==> src/rtl/core/tlik_pkg.sv <==
// shared types, constants and helper functions of the leg inverse kinematics pipeline
package tlik_pkg;

    localparam int FRAC_BITS_DEF = 16;
    localparam int IN_W          = 24;
    localparam int OUT_W         = 20;
    localparam int LINK_W        = 20;
    localparam int LEN_W         = LINK_W + 1;
    localparam logic [LINK_W-1:0] LINK_RESET = 20'd13107;

    localparam int ARG_BITS     = 30;
    localparam int ANG_FRAC     = 60;
    localparam int ANG_W        = 64;
    localparam int CXW          = 62;
    localparam int CORDIC_STEPS = 60;
    localparam int NORM_STEPS   = 6;
    localparam int NORM_TOP     = 56;
    localparam int LANES        = 3;

    localparam logic signed [ANG_W-1:0] PI_Q60         = 64'sh3243F6A8885A308D;
    localparam logic signed [ANG_W-1:0] HALF_PI_Q60    = 64'sh1921FB54442D1846;
    localparam logic signed [ANG_W-1:0] QUARTER_PI_Q60 = 64'sh0C90FDAA22168C23;

    typedef enum logic {
        REG_UPPER = 1'b0,
        REG_LOWER = 1'b1
    } reg_idx_t;

    typedef enum logic [2:0] {
        BASE_ZERO        = 3'd0,
        BASE_PI          = 3'd1,
        BASE_NEG_PI      = 3'd2,
        BASE_HALF_PI     = 3'd3,
        BASE_NEG_HALF_PI = 3'd4
    } base_t;

    typedef struct packed {
        logic signed [CXW-1:0]   x;
        logic signed [CXW-1:0]   y;
        logic signed [ANG_W-1:0] ang;
        base_t                   base;
        logic                    direct;
    } lane_t;

    // atan(2^-i) in q60 from its power series
    function automatic logic signed [ANG_W-1:0] atan_step(input int i);
        logic signed [ANG_W-1:0] sum;
        logic [ANG_W-1:0]        term;
        int                      sh;
        sum = '0;
        if (i == 0) begin
            return QUARTER_PI_Q60;
        end
        for (int k = 0; k < 32; k++) begin
            sh = ANG_FRAC - i * (2 * k + 1);
            if (sh >= 0) begin
                term = (64'd1 << sh) / 64'(2 * k + 1);
                if (k[0]) begin
                    sum = sum - $signed(term);
                end
                else begin
                    sum = sum + $signed(term);
                end
            end
        end
        return sum;
    endfunction

    function automatic logic signed [ANG_W-1:0] base_value(input base_t b);
        logic signed [ANG_W-1:0] v;
        unique case (b)
            BASE_ZERO:        v = '0;
            BASE_PI:          v = PI_Q60;
            BASE_NEG_PI:      v = -PI_Q60;
            BASE_HALF_PI:     v = HALF_PI_Q60;
            BASE_NEG_HALF_PI: v = -HALF_PI_Q60;
            default:          v = '0;
        endcase
        return v;
    endfunction

    // axis cases and left half plane folding ahead of the cordic
    function automatic lane_t atan2_prep(input logic signed [CXW-1:0] y,
                                         input logic signed [CXW-1:0] x);
        lane_t l;
        l.x      = x;
        l.y      = y;
        l.ang    = '0;
        l.base   = BASE_ZERO;
        l.direct = 1'b0;
        priority if (y == '0) begin
            l.direct = 1'b1;
            l.base   = (x < 0) ? BASE_PI : BASE_ZERO;
        end
        else if (x == '0) begin
            l.direct = 1'b1;
            l.base   = (y > 0) ? BASE_HALF_PI : BASE_NEG_HALF_PI;
        end
        else if (x < 0) begin
            l.base = (y > 0) ? BASE_PI : BASE_NEG_PI;
            l.x    = -x;
            l.y    = -y;
        end
        return l;
    endfunction

endpackage

==> src/rtl/core/tlik_cordic_cell.sv <==
// one vectoring mode cordic iteration for all angle lanes
module tlik_cordic_cell #(
    parameter int STEP  = 0,
    parameter int LANES = 3
) (
    input  logic                            clk,
    input  logic                            rst_n,
    input  logic                            vld_in,
    input  tlik_pkg::lane_t [LANES-1:0]     lane_in,
    output logic                            vld_out,
    output tlik_pkg::lane_t [LANES-1:0]     lane_out
);
    import tlik_pkg::*;

    localparam logic signed [ANG_W-1:0] ATAN = atan_step(STEP);

    logic                  vld_reg;
    lane_t [LANES-1:0]     lane_reg, lane_next;

    always_comb
    begin
        logic signed [CXW-1:0] dx;
        logic signed [CXW-1:0] dy;
        lane_next = lane_in;
        for (int j = 0; j < LANES; j++) begin
            dx = $signed(lane_in[j].y) >>> STEP;
            dy = $signed(lane_in[j].x) >>> STEP;
            if ($signed(lane_in[j].y) >= 0) begin
                lane_next[j].x   = lane_in[j].x + dx;
                lane_next[j].y   = lane_in[j].y - dy;
                lane_next[j].ang = lane_in[j].ang + ATAN;
            end
            else begin
                lane_next[j].x   = lane_in[j].x - dx;
                lane_next[j].y   = lane_in[j].y + dy;
                lane_next[j].ang = lane_in[j].ang - ATAN;
            end
        end
    end

    always_ff @(posedge clk or negedge rst_n)
    begin
        if (!rst_n) begin
            vld_reg <= 1'b0;
        end
        else begin
            vld_reg <= vld_in;
        end
    end

    always_ff @(posedge clk)
    begin
        lane_reg <= lane_next;
    end

    assign vld_out  = vld_reg;
    assign lane_out = lane_reg;

endmodule

==> config.mk <==
export PLATFORM = sky130hd
export DESIGN_NAME = tlik_cordic_cell
export DESIGN_NICKNAME = d
export VERILOG_FILES = /design/src/rtl/core/tlik_pkg.sv /design/src/rtl/core/tlik_cordic_cell.sv
export SDC_FILE = /design/constraint.sdc
export NUM_CORES = 2
export LEC_CHECK = 0
export BUFFER_PORTS_ARGS = -buffer_cell sky130_fd_sc_hd__buf_4
export CORE_AREA = 10 10 437 439
export DETAILED_ROUTE_END_ITERATION = 8
export DIE_AREA = 0 0 447 449
export PLACE_DENSITY = 0.51
export RECOVER_POWER = 100
export REMOVE_ABC_BUFFERS = 1
export SYNTH_ARGS = -nofsm -noshare
export SYNTH_HDL_FRONTEND = slang
export SYNTH_SLANG_ARGS = --single-unit
==> constraint.sdc <==
create_clock -name clk -period 0.8 [get_ports clk]
set_clock_uncertainty 0.05 [all_clocks]
set_input_delay 0.12 -clock clk [delete_from_list [all_inputs] [get_ports clk]]
set_output_delay 0.12 -clock clk [all_outputs]
set_load 0.02 [all_outputs]
## After elaboration in Yosys (flattened, before gate mapping)

Index checks and enable logic that the tools add are counted.

- Bits in registers: 577
- Bits of input ports: 579

- Add/subtract/negate cells: 15
- Muxes and demuxes: 3
- Order comparisons: 3

Operator list:

| cell | count |
|---|---|
| 188-bit two-way mux | 3 |
| 62-bit subtractor | 6 |
| 64-bit by 61-bit adder with 64-bit output (second input constant) | 3 |
| 64-bit by 61-bit subtractor with 64-bit output (second input constant) | 3 |
| 62-bit adder | 3 |
| 62-bit by 1-bit >= comparator with 1-bit output (second input constant) | 3 |

## Depth between registers and ports, before layout

- Word-level depth: 2
- Mapped depth: 24

## Worst setup path before layout

OpenSTA, ideal clock, no wires.

- Path type: input-to-reg
- From: input port lane_in[321] in the netlist's numbering
- To: register lane_reg (netlist bit lane_out[259])
- Cell stages on the path: 21
- Slack: -4.552 ns
- Setup time: 0.072 ns
- Arrival time: 5.230 ns
- Buffers on the path: 8
- Path through: buf_2 inv_1 clkbuf_1 clkbuf_1 clkbuf_1 clkbuf_1 buf_1 clkbuf_1 ha_1 clkbuf_1 a211o_1 a21oi_1 o211ai_1 a21oi_1 o221ai_1 a2111oi_0 o21a_1 o22a_1 o21ai_0 a31oi_1 xnor2_1

RTL lines:

| element | RTL line | RTL |
|---|---|---|
| from (decl) | tlik_cordic_cell.sv:9 | `input tlik_pkg::lane_t [LANES-1:0] lane_in,` |
| to (signal assigned) | tlik_cordic_cell.sv:53 | `lane_reg <= lane_next;` |
| to (decl) | tlik_cordic_cell.sv:18 | `lane_t [LANES-1:0] lane_reg, lane_next;` |

==> key figures <==
Clock network
  • Root buffer cell: clkbuf_16
  • Clk buf depth: 3
  • CTS Buf Count: 78
  • CTS sink count: 574
  • H-Tree Depth: 3
  • TritonCTS clock tree: yes
  • Clock slew at the register clock pins of the worst setup and hold paths: 70 ps

Power
  • Logic pwr share: 54.3%
  • Switching pwr: 70.8 mW
  • Clock share of power: 22.8%
  • Pwr Total: 173 mW
  • Sw Ratio: 41.0%
  • Leakage power: 49.6 nW
  • Share of power burned in registers: 22.9%
  • Worst vdd ir: 1.65 mV
  • Power per cell area: 1640 nW/um^2
  • Int Pwr: 102 mW

Route
  • Detail Route Antenna Nets: 0
  • Initial DRC count: 5582
  • Drt drc: 0
  • WL per Instance: 24.2 um
  • DR vias/cell: 5.27
  • Routed WL: 356 mm
  • DR pass1 iterations: 6
  • Via count: 77600

Die
  • Die area: 201000 um^2
  • Core box area: 182000 um^2
  • Die Span X: 447 um
  • # IOs: 1156
  • Row Count: 157
  • Die Y: 449 um
  • Starting Density: 32.1%

STA
  • Worst slew pin tran: 1080 ps
  • Pins Over Slew Limit: 0
  • Hold WS: -247 ps
  • RSZ-0062 raised after global routing: true
  • Setup WS post-layout: -2070 ps
  • Final period utilization: 359%
  • Final setup viols: 1128
  • Min Clock Period, post-route: 2870 ps
  • Hold Violations, Final: 189
  • Fmax: 0.348 GHz
  • TNS Setup: -1076670 ps
  • Normalized max-slew margin: 28.1%

Synth
  • Library cells used by synthesis: 106
  • Asr flop ratio synth: 0.174%
  • Area contributors post-synth: dfxtp_1 20%, ha_1 13%, a21oi_1 8.9%, xnor2_1 7.7%, o21ai_0 4.9%
  • Mean area per synthesized cell: 7.30 um^2
  • Seq/Total Area, Yosys: 19.7%
  • Synthesized flop and latch total: 574
  • Post-synth top area cell: dfxtp_1
  • Synth Warn #: 0
  • Main synth FF type: dfxtp_1
  • Yosys top cell area share: 19.6%
  • Synthesized area: 58400 um^2
  • Cells after Synth: 8000
  • Post-synth EDFFs: 0

Placement
  • Gpl congestion: 1.00
  • Port Buffers: 1155
  • Placed insts: 14200
  • Post-DP HPWL: 299 mm

Min path
  • HP Start: lane_in[323]
  • Hold worst-path end: lane_out[261]
  • Hold path cells: 3
  • Worst Hold Class: in -> reg

GRT
  • Number of global-route vias before repair: 77800
  • Total track usage: 33.3%
  • Grt total ovfl: 0
  • Largest net degree at the start of global routing: 111
  • First-pass GRT wire length: 512 mm
  • Antenna violations before repair: 69

Final layout
  • Commonest non-fill, non-tap cell in the layout: buf_4
  • # nets final: 13400
  • Share of cells above drive strength 1: 45.0%
  • Area growth, synth to finish: 80.1%
  • Commonest cells after routing, fill and taps aside: 4245 x buf_4, 915 x a21oi_1, 635 x nor2_1
  • Non-Filler Instances: 14700

Worst setup path
  • Critical path required time: 1410 ps
  • Critical Path AT: 3480 ps
  • CP Class: in -> reg
  • CP Capture Type: register
  • Setup crit start kind: primary input
  • CP Max Fanout: 4

Run status
  • Failing checks: hold timing, setup timing
  • Status: finished, violations left

Flow run
  • Max_cap viols: 0
## sequential cells by signal, indices dropped and copies added (netlist names)
signal	count
lane_out	573
vld_out	1
## layer usage
metal | GRT usage [%] | up-vias | share of wire [%]
li1 | - | 37000 | -
met1 | 40.1 | 37200 | 41
met2 | 55.3 | 2760 | 46
met3 | 4.60 | 632 | 5.6
met4 | 21.1 | 12 | 7.1
met5 | 0 | - | 0.020
## worst max-delay path, cell delays in order
cell and delay [ps]:
buf_4 150, inv_1 110, buf_4 140, fa_2 230, nor2_4 50, o311a_4 330, o211ai_1 280, a21boi_1 110
buf_4 170, o2111a_2 300, o211ai_1 300, a31oi_4 190, a211o_1 400, buf_6 140, a311oi_2 270, xor2_1 160
## kinds of logic (layout without fill, tap and decap cells)
family / count (synthesis) / after routing / synth area share (%)
buf+inv: 1132 / 5419 / 7.44
flops: 574 / 574 / 19.7
other cells: 0 / 53 / 0
compound gates: 2846 / 2846 / 30.5
fa+ha+maj: 643 / 643 / 13.8
xor+xnor: 635 / 635 / 9.52
mux: 105 / 105 / 1.81
simple gates: 2065 / 2065 / 17.3
## cells in the mapped netlist, types with 77 or more instances
library cell	number
a21oi_1	1034
nor2_1	669
inv_1	630
ha_1	618
dfxtp_1	573
o21ai_0	567
xnor2_1	515
nand2_1	463
clkbuf_1	338
o21bai_1	232
a21o_1	164
nor3_1	153
nand3_1	138
xor2_1	120
nand4_1	114
mux2i_1	100
a31oi_1	98
buf_1	84
a211oi_1	77
nor4_1	77
## timing repair
item,in CTS,in global routing
buffers inserted,113,114
gates resized for setup,879,617
setup endpoints to repair,1119,1127
pin swaps,361,380
hold endpoints to repair,399,180
hold buffers,153,4
gates cloned,2,3
## metrics by stage
stage	instance area (um^2)	utilization, %	worst slack [ps]
finish	105000	57.7	-2070
global route	105000	57.7	-2160
CTS	101000	55.7	-2040
detailed placement	92200	50.6	-3350
global placement	92200	50.6	-3410
floorplan	56500	-	-4730
## power groups by stage
stage               Clock (mW)  Sequential (mW)  Combinational [mW]
floorplan                    0             46.0                27.0
global placement             0             40.1                84.5
detailed placement           0             40.0                84.7
CTS                       40.4             39.5                89.8
global route              41.1             39.8                98.9
finish                    39.4             39.6                93.8
## cell type report
| cell class | instances | area [um^2] |
|---|---|---|
| fillers | 17100 | 77100 |
| multi-input cells | 6294 | 48700 |
| repair buffers | 4623 | 36600 |
| flip-flops and latches | 574 | 11500 |
| well taps | 2385 | 2980 |
| inverters | 651 | 2540 |
| clock buffers | 94 | 2170 |
| clock inverters | 51 | 634 |
| diodes | 53 | 133 |
## worst max path at each step
stage	slack [ps]	to	start	depth (start not counted)
floorplan	-4730	lane_out[259]	lane_in[321]	13
global placement	-3410	lane_out[510]	lane_in[452]	16
detailed placement	-3350	lane_out[510]	lane_in[452]	16
CTS	-2040	lane_out[129]	lane_in[135]	13
global route	-2160	lane_out[509]	lane_in[520]	18
finish	-2070	lane_out[184]	lane_in[131]	16
Note: power is estimated with default switching activity, not from simulation.
