File: src/rtl/core/tlik_sqrt_cell.sv
// one digit cell of the pipelined integer square root
module tlik_sqrt_cell #(
    parameter int NW    = 48,
    parameter int LANES = 1,
    parameter int PW    = 1,
    parameter int STEP  = 0
) (
    input  logic                     clk,
    input  logic                     rst_n,
    input  logic                     vld_in,
    input  logic [LANES-1:0][NW-1:0] n_in,
    input  logic [LANES-1:0][NW-1:0] res_in,
    input  logic [PW-1:0]            side_in,
    output logic                     vld_out,
    output logic [LANES-1:0][NW-1:0] n_out,
    output logic [LANES-1:0][NW-1:0] res_out,
    output logic [PW-1:0]            side_out
);
    localparam logic [NW:0] BIT = {{NW{1'b0}}, 1'b1} << (NW - 2 - 2 * STEP);

    logic                     vld_reg;
    logic [LANES-1:0][NW-1:0] n_reg, n_next;
    logic [LANES-1:0][NW-1:0] res_reg, res_next;
    logic [PW-1:0]            side_reg;

    always_comb
    begin
        logic [NW:0] trial;
        for (int j = 0; j < LANES; j++) begin
            trial = {1'b0, res_in[j]} + BIT;
            if ({1'b0, n_in[j]} >= trial) begin
                n_next[j]   = n_in[j] - trial[NW-1:0];
                res_next[j] = (res_in[j] >> 1) + BIT[NW-1:0];
            end
            else begin
                n_next[j]   = n_in[j];
                res_next[j] = res_in[j] >> 1;
            end
        end
    end

    always_ff @(posedge clk or negedge rst_n)
    begin
        if (!rst_n) begin
            vld_reg <= 1'b0;
        end
        else begin
            vld_reg <= vld_in;
        end
    end

    always_ff @(posedge clk)
    begin
        n_reg    <= n_next;
        res_reg  <= res_next;
        side_reg <= side_in;
    end

    assign vld_out  = vld_reg;
    assign n_out    = n_reg;
    assign res_out  = res_reg;
    assign side_out = side_reg;

endmodule

File: config.mk
export PLATFORM = sky130hd
export DESIGN_NAME = tlik_sqrt_cell
export DESIGN_NICKNAME = d
export VERILOG_FILES = /design/src/rtl/core/tlik_sqrt_cell.sv
export SDC_FILE = /design/constraint.sdc
export NUM_CORES = 1
export LEC_CHECK = 0
export BUFFER_PORTS_ARGS = -buffer_cell sky130_fd_sc_hd__buf_2
export CORE_MARGIN = 5
export CORE_UTILIZATION = 30
export CTS_CLUSTER_DIAMETER = 60
export DETAILED_ROUTE_END_ITERATION = 16
export SLEW_MARGIN = 20
export SYNTH_ARGS = -nofsm -noshare
export SYNTH_HDL_FRONTEND = slang
export SYNTH_SLANG_ARGS = --single-unit
File: constraint.sdc
create_clock -name clk -period 0.8 [get_ports clk]
set_input_delay 0.08 -clock clk [delete_from_list [all_inputs] [get_ports clk]]
set_output_delay 0.08 -clock clk [all_outputs]
set_load 0.01 [all_outputs]
# [Word-level counts from Yosys, hierarchy flattened]
# Index checks and enable logic that the tools add are counted.
[classes] addsub=3 order_cmp=1 mux=2
[op_table] operator="48-bit by 47-bit adder with 49-bit output (second input constant)" n=1
[op_table] operator="48-bit by 49-bit >= comparator with 1-bit output" n=1
[op_table] operator="47-bit by 47-bit adder with 48-bit output (second input constant)" n=1
[op_table] operator="48-bit 2-to-1 mux" n=1
[op_table] operator="48-bit subtractor" n=1
[op_table] operator="47-bit 2-to-1 mux" n=1
[word_totals] reg_bits=98 elab_cells=11

# [Depth between registers and ports, before layout]
# Gate-level depths: netlist of the first run.
[depth] word_depth=3 ltp_mapped=14 ltp_nobuf=12

# [Worst setup path after synthesis of the first run]
# OpenSTA, ideal clock, no wires.
[synth_timing] path_type="input to register" startpoint="input res_in[19] (netlist bit)" endpoint="register n_reg, in the netlist n_out[30]" setup_time_ns=0.121 t_arrival_ns=2.426 required_ns=0.679 setup_slack_ns=-1.747 stages=11 path_cell_list="inv_1 ha_1 buf_4 nand2_2 or3_4 a2111oi_4 a31oi_4 o31a_1 o21ai_2 buf_4 mux2_2"
[synth_rtl] item="start: declaration" line_no="12" source="input logic [LANES-1:0][NW-1:0] res_in,"
[synth_rtl] item="end signal: assignment" line_no="54" source="n_reg <= n_next;"
[synth_rtl] item="end: declaration" line_no="22" source="logic [LANES-1:0][NW-1:0] n_reg, n_next;"

==> flow_metrics.tcl, run 1 <==
set metrics [dict create \
    clk_pin_slew_ns 0.07 \
    synth_edf_count 0 \
    synth.avg_cell_area_um2 8.37 \
    place_congestion 0.864 \
    hold_violations 1 \
    clockPowerShare_pct 25.3 \
    startpoint "n_in[20]" \
    synthArstFlopShare_pct 1.02 \
    htreeDepth 3 \
    antenna_found_initial 2 \
    post-route-period-util_pct 299 \
    dieArea_mm2 0.0214 \
    violations "negative hold slack, negative setup slack" \
    cell_internal_pwr_mw 12.4 \
    core-area_mm2 0.0181 \
    regArea_mm2 0.00202 \
    die_x_um 146 \
    crit_fanout 7 \
    fin_area_mm2 0.0108 \
    grt_pass1_wl_um 31600 \
    layout_common_cells "buf_4, buf_2, dlygate4sd3_1" \
    startpoint_type "primary input" \
    grt_max_degree 22 \
    crit_type "primary input to register" \
    nNetsFinal 1306 \
    gr-max-usage-layer "met2" \
    synth_seq_cells 98 \
    arrival_ns 2.63 \
    final-instance-count-excl-fill 1390 \
    met1_usage_pct 22.2 \
    placed_cell_area_mm2 0.00845 \
    dieHeight_um 146 \
    powerDensity_mw_per_mm2 1680 \
    dp_hpwl_um 15000 \
    p_leak_nw 5.18 \
    drv_slew 0 \
    setup_viol 148 \
    peakVddDrop_v 0.00109 \
    ant_nets 0 \
    grt_use_total_pct 17.9 \
    cts.path.max_buffers 2 \
    holdCritStartpoint "n_in[20]" \
    dr.first_iter.drc_count 242 \
    gr-usage-met3_pct 3.32 \
    setup_ws_ns -1.59 \
    cts-root-buf "clkbuf_16" \
    tightest_slew_ns 0.558 \
    yosys_warnings 0 \
    grt.overflow.total 0 \
    synthCells 667 \
    ys_seq_area_share_pct 35.2 \
    viasPerCell 4.70 \
    wl_um 21100 \
    hold_ws_ns -0.0116 \
    synth_area_mm2 0.00558 \
    vias 6535 \
    worstSetupEndpointType "register" \
    slew_headroom_pct 62.3 \
    port_buffers 197 \
    hold_path.class "primary input to register" \
    grt_pass1_vias 6612 \
    layout_commonest_cell "buf_4" \
    fin_crit_ns 2.39 \
    drc 0 \
    firstDrtPassIters 4 \
    maxCapViolCount 0 \
    netSwitchingPower_mw 5.72 \
    post_route_cells_drive_above_1_share_pct 51.7 \
    syn_nets 817 \
    seqPwrFrac_pct 31.9 \
    rows 49 \
    ios 198 \
    power_frac_comb_pct 42.9 \
    swShare_pct 31.6 \
    ys_types 59 \
    post_drt_wl_per_cell_um 15.2 \
    initial_core_util_pct 30.8 \
    synthFlopType "dfxtp_1" \
    multiInputGateArea_mm2 0.00388 \
    required_ns 1.04 \
    status "finished with violations" \
    cts_buffers 9 \
    syn_to_final_growth_pct 93.1 \
    use_met2_pct 31.3 \
    clock_sinks 98 \
    tritoncts "yes" \
    rsz0062_at_grt "yes" \
    max_freq_mhz 419 \
    fillCellCount 1501 \
    dpl.cell_count 1264 \
]
## final cells by class
type / count / area share, %
Antenna cell: 1 / 0.0232
Tap cell: 229 / 2.66
Sequential cell: 98 / 18.7
Multi-Input combinational cell: 481 / 36.0
Inverter: 59 / 2.22
Clock inverter: 4 / 0.476
Timing Repair Buffer: 507 / 37.6
Clock buffer: 11 / 2.34
## repair_timing
action,CTS,global route
pin swaps,14,17
buffers inserted,9,15
endpoints found under the hold margin,82,1
hold buffers,80,1
resized for setup,121,117
gates cloned,1,5
setup endpoints to repair,148,148
## cell usage after synthesis (10+ instances only)
| cell type | n | area (um2) |
|---|---|---|
| a21o_1 | 25 | 188 |
| a21oi_1 | 84 | 420 |
| clkbuf_1 | 15 | 56.3 |
| dfxtp_1 | 97 | 1940 |
| ha_1 | 49 | 613 |
| inv_1 | 59 | 221 |
| mux2_2 | 10 | 113 |
| nand2_1 | 42 | 158 |
| nand3_1 | 13 | 65.1 |
| nand4_1 | 14 | 87.6 |
| nor2_1 | 65 | 244 |
| nor3_1 | 11 | 55.1 |
| o21ai_0 | 29 | 145 |
| o21bai_1 | 12 | 90.1 |
| xnor2_1 | 23 | 201 |
| xor2_1 | 20 | 175 |
## metal layers
metal	share of wire (%)	up-vias
met3	4.9	34
met1	43	3020
met2	50	162
met4	2.0	4
li1	-	3315
met5	0.10	-
## sequential cells by signal, indices dropped and copies added, names as in the netlist
name	cells
vld_out	1
n_out	48
side_out	1
res_out	48
## cell families (layout without fill, tap and decap cells)
logic type               after synthesis  count (layout)  share of synthesized area [%]
AO/OA/AOI/OAI                        197             197                           22.5
XOR/XNOR                              43              43                           6.74
adder cells (fa/ha/maj)               50              50                           11.3
buffers and inverters                 88             581                           6.61
flip-flops                            98              98                           35.2
multiplexers                          13              13                           2.60
other                                  0               1                              0
AND/OR/NAND/NOR                      178             178                           14.9
## final timing paths
kind | end | depth (start not counted) | slack (ns)
min in group asynchronous | vld_out$_DFF_PN0_ | 2 | 0.02
max in group asynchronous | vld_out$_DFF_PN0_ | 2 | 0.69
setup / recovery | n_out[46]$_DFF_P_ | 13 | -1.59
hold / removal | n_out[20]$_DFF_P_ | 3 | -0.01
## power groups by stage
stage | clock, mW | sequential, mW | combinational, mW
after floorplan | 0 | 6.07 | 2.82
after global placement | 0 | 5.74 | 5.88
after detailed placement | 0 | 5.72 | 5.93
after CTS | 4.70 | 5.68 | 6.81
after global routing | 4.88 | 5.82 | 8.35
final | 4.57 | 5.76 | 7.76
## stage by stage
| stage | TNS, ns | hold slack, ns | total power [mW] | utilization [%] | setup WS (ns) |
|---|---|---|---|---|---|
| floorplan | -81.41 | -0.216 | 8.89 | - | -1.69 |
| global placement | -96.84 | -0.146 | 11.6 | 46.5 | -2.02 |
| detailed placement | -97.23 | -0.143 | 11.7 | 46.5 | -2.02 |
| CTS | -78.84 | -0.171 | 17.2 | 55.6 | -1.48 |
| global route | -89.30 | 0.0142 | 19.1 | 59.4 | -1.67 |
| finish | -82.44 | -0.0116 | 18.1 | 59.4 | -1.59 |
## worst max-delay path: stages
cell and delay (ns):
buf_8 0.10, ha_4 0.25, buf_12 0.13, a21o_1 0.20
or3_1 0.38, or3_4 0.36, a31oi_4 0.19, o31a_1 0.22
o21ai_4 0.10, buf_6 0.15, buf_12 0.13, buf_6 0.11
o211a_1 0.22
No activity file was read; power rests on OpenSTA's default activity.
==> run 2: changes to the inputs <==
PLACE_DENSITY_LB_ADDON = 0.25   (was default)
==> flow_metrics.tcl, run 2 (synthesized netlist as in run 1, its figures left out) <==
set metrics [dict create \
    viasPerCell 4.68 \
    max_freq_mhz 411 \
    setup_viol 148 \
    cts.path.max_buffers 2 \
    cts_buffers 9 \
    vias 6513 \
    dr.first_iter.drc_count 280 \
    peakVddDrop_v 0.00114 \
    place_congestion 0.889 \
    post_route_cells_drive_above_1_share_pct 51.9 \
    initial_core_util_pct 30.8 \
    antenna_found_initial 2 \
    ant_nets 0 \
    rows 49 \
    powerDensity_mw_per_mm2 1720 \
    power_mw 18.7 \
    startpoint_type "primary input" \
    hold_violations 0 \
    crit_chain "buf_6 -> inv_4 -> ha_4 -> nor2_2 -> or3_4 -> a2111oi_4 -> a31oi_4 -> o31a_1 -> o21ai_4 -> buf_12 -> buf_12 -> buf_4 -> nor2_1 -> a21oi_1" \
    pre_cts_slack_ns -2.08 \
    hold_path.class "primary input to register" \
    maxCapViolCount 0 \
    p_leak_nw 5.20 \
    grt.overflow.total 0 \
    slew_headroom_pct 57.8 \
    clock_sinks 98 \
    port_buffers 197 \
    tightest_slew_ns 0.625 \
    fin_crit_ns 2.43 \
    arrival_ns 2.70 \
    grt_pass1_vias 6831 \
    layout_common_cells "buf_4, buf_2, dlygate4sd3_1" \
    cts-root-buf "clkbuf_16" \
    layout_commonest_cell "buf_4" \
    wl_um 21000 \
    syn_to_final_growth_pct 94.2 \
    violations "negative setup slack" \
    hold_ws_ns 0.00701 \
    drc 0 \
    dp_hpwl_um 15000 \
    core-area_mm2 0.0181 \
    dieArea_mm2 0.0214 \
    setup_ws_ns -1.63 \
    clk_pin_slew_ns 0.07 \
    required_ns 1.07 \
    rsz0062_at_grt "yes" \
    grt_pass1_wl_um 33400 \
    startpoint "res_in[18]" \
    holdCritStartpoint "n_in[43]" \
    htreeDepth 3 \
    post_drt_wl_per_cell_um 15.1 \
    firstDrtPassIters 4 \
    worst_path_largest_cell_delay_ns 0.41 \
    crit_type "primary input to register" \
    drv_slew 0 \
    status "finished with violations" \
    post-route-period-util_pct 304 \
    nNetsFinal 1306 \
    die_x_um 146 \
    dieHeight_um 146 \
    ios 198 \
    path_common_cell "buf_12" \
    setup_tns_ns -83.68 \
    crit_fanout 8 \
    grt_use_total_pct 18.8 \
    worstSetupEndpointType "register" \
    tritoncts "yes" \
    grt_max_degree 18 \
    crit_path_top_delay_cell "a2111oi_4" \
]
-- run 2: metrics by stage --
| step | utilization [%] | instances | cell area, um2 |
|---|---|---|---|
| 2_1_floorplan | - | 667 | 5800 |
| 3_3_place_gp | 45.9 | 1253 | 8340 |
| 3_5_place_dp | 45.9 | 1253 | 8340 |
| 4_1_cts | 57.0 | 1380 | 10300 |
| 5_1_grt | 59.8 | 1391 | 10800 |
| 6_report | 59.8 | 1391 | 10800 |
-- run 2: routing by layer --
| metal | global-route usage, % | vias to the layer above | wire length [um] |
|---|---|---|---|
| li1 | - | 3323 | - |
| met1 | 23.3 | 3010 | 9220 |
| met2 | 32.7 | 151 | 10300 |
| met3 | 4.43 | 27 | 1000 |
| met4 | 4.94 | 2 | 374 |
| met5 | 0 | - | 11 |
-- run 2: final cells by class --
cell class / instances / area [um2]
inverters: 59 / 244
multi-input cells: 481 / 3890
repair buffers: 507 / 4060
clock inverters: 7 / 124
fillers: 1601 / 7300
flip-flops and latches: 98 / 2020
well taps: 229 / 287
diodes: 1 / 2.50
clock buffers: 9 / 225
-- run 2: what timing repair did --
action,in CTS,in global routing
endpoints found under the hold margin,78,0
hold buffers,78,0
endpoints found under the setup margin,148,148
gates resized for setup,140,119
gates cloned,5,1
pin swaps,28,27
setup buffers,28,14
-- run 2: final timing paths --
check	endpoint	slack, ns	cells after the start
min	n_out[43]$_DFF_P_	0.007	3
max in group asynchronous	vld_out$_DFF_PN0_	0.70	2
min in group asynchronous	vld_out$_DFF_PN0_	0.02	2
max	n_out[23]$_DFF_P_	-1.63	14
-- run 2: power by group --
group	internal, mW	total [mW]	switching [mW]
Clock	3.09	5.13	2.05
Combinational	4.27	7.81	3.54
Sequential	5.54	5.74	0.206
-- run 2: worst max-delay path, delay by kind of cell --
family	cells	cell delay, ns
adder cells (fa/ha/maj)	1	0.29
AO/OA/AOI/OAI	5	1.28
buffers and inverters	5	0.55
AND/OR/NAND/NOR	3	0.50
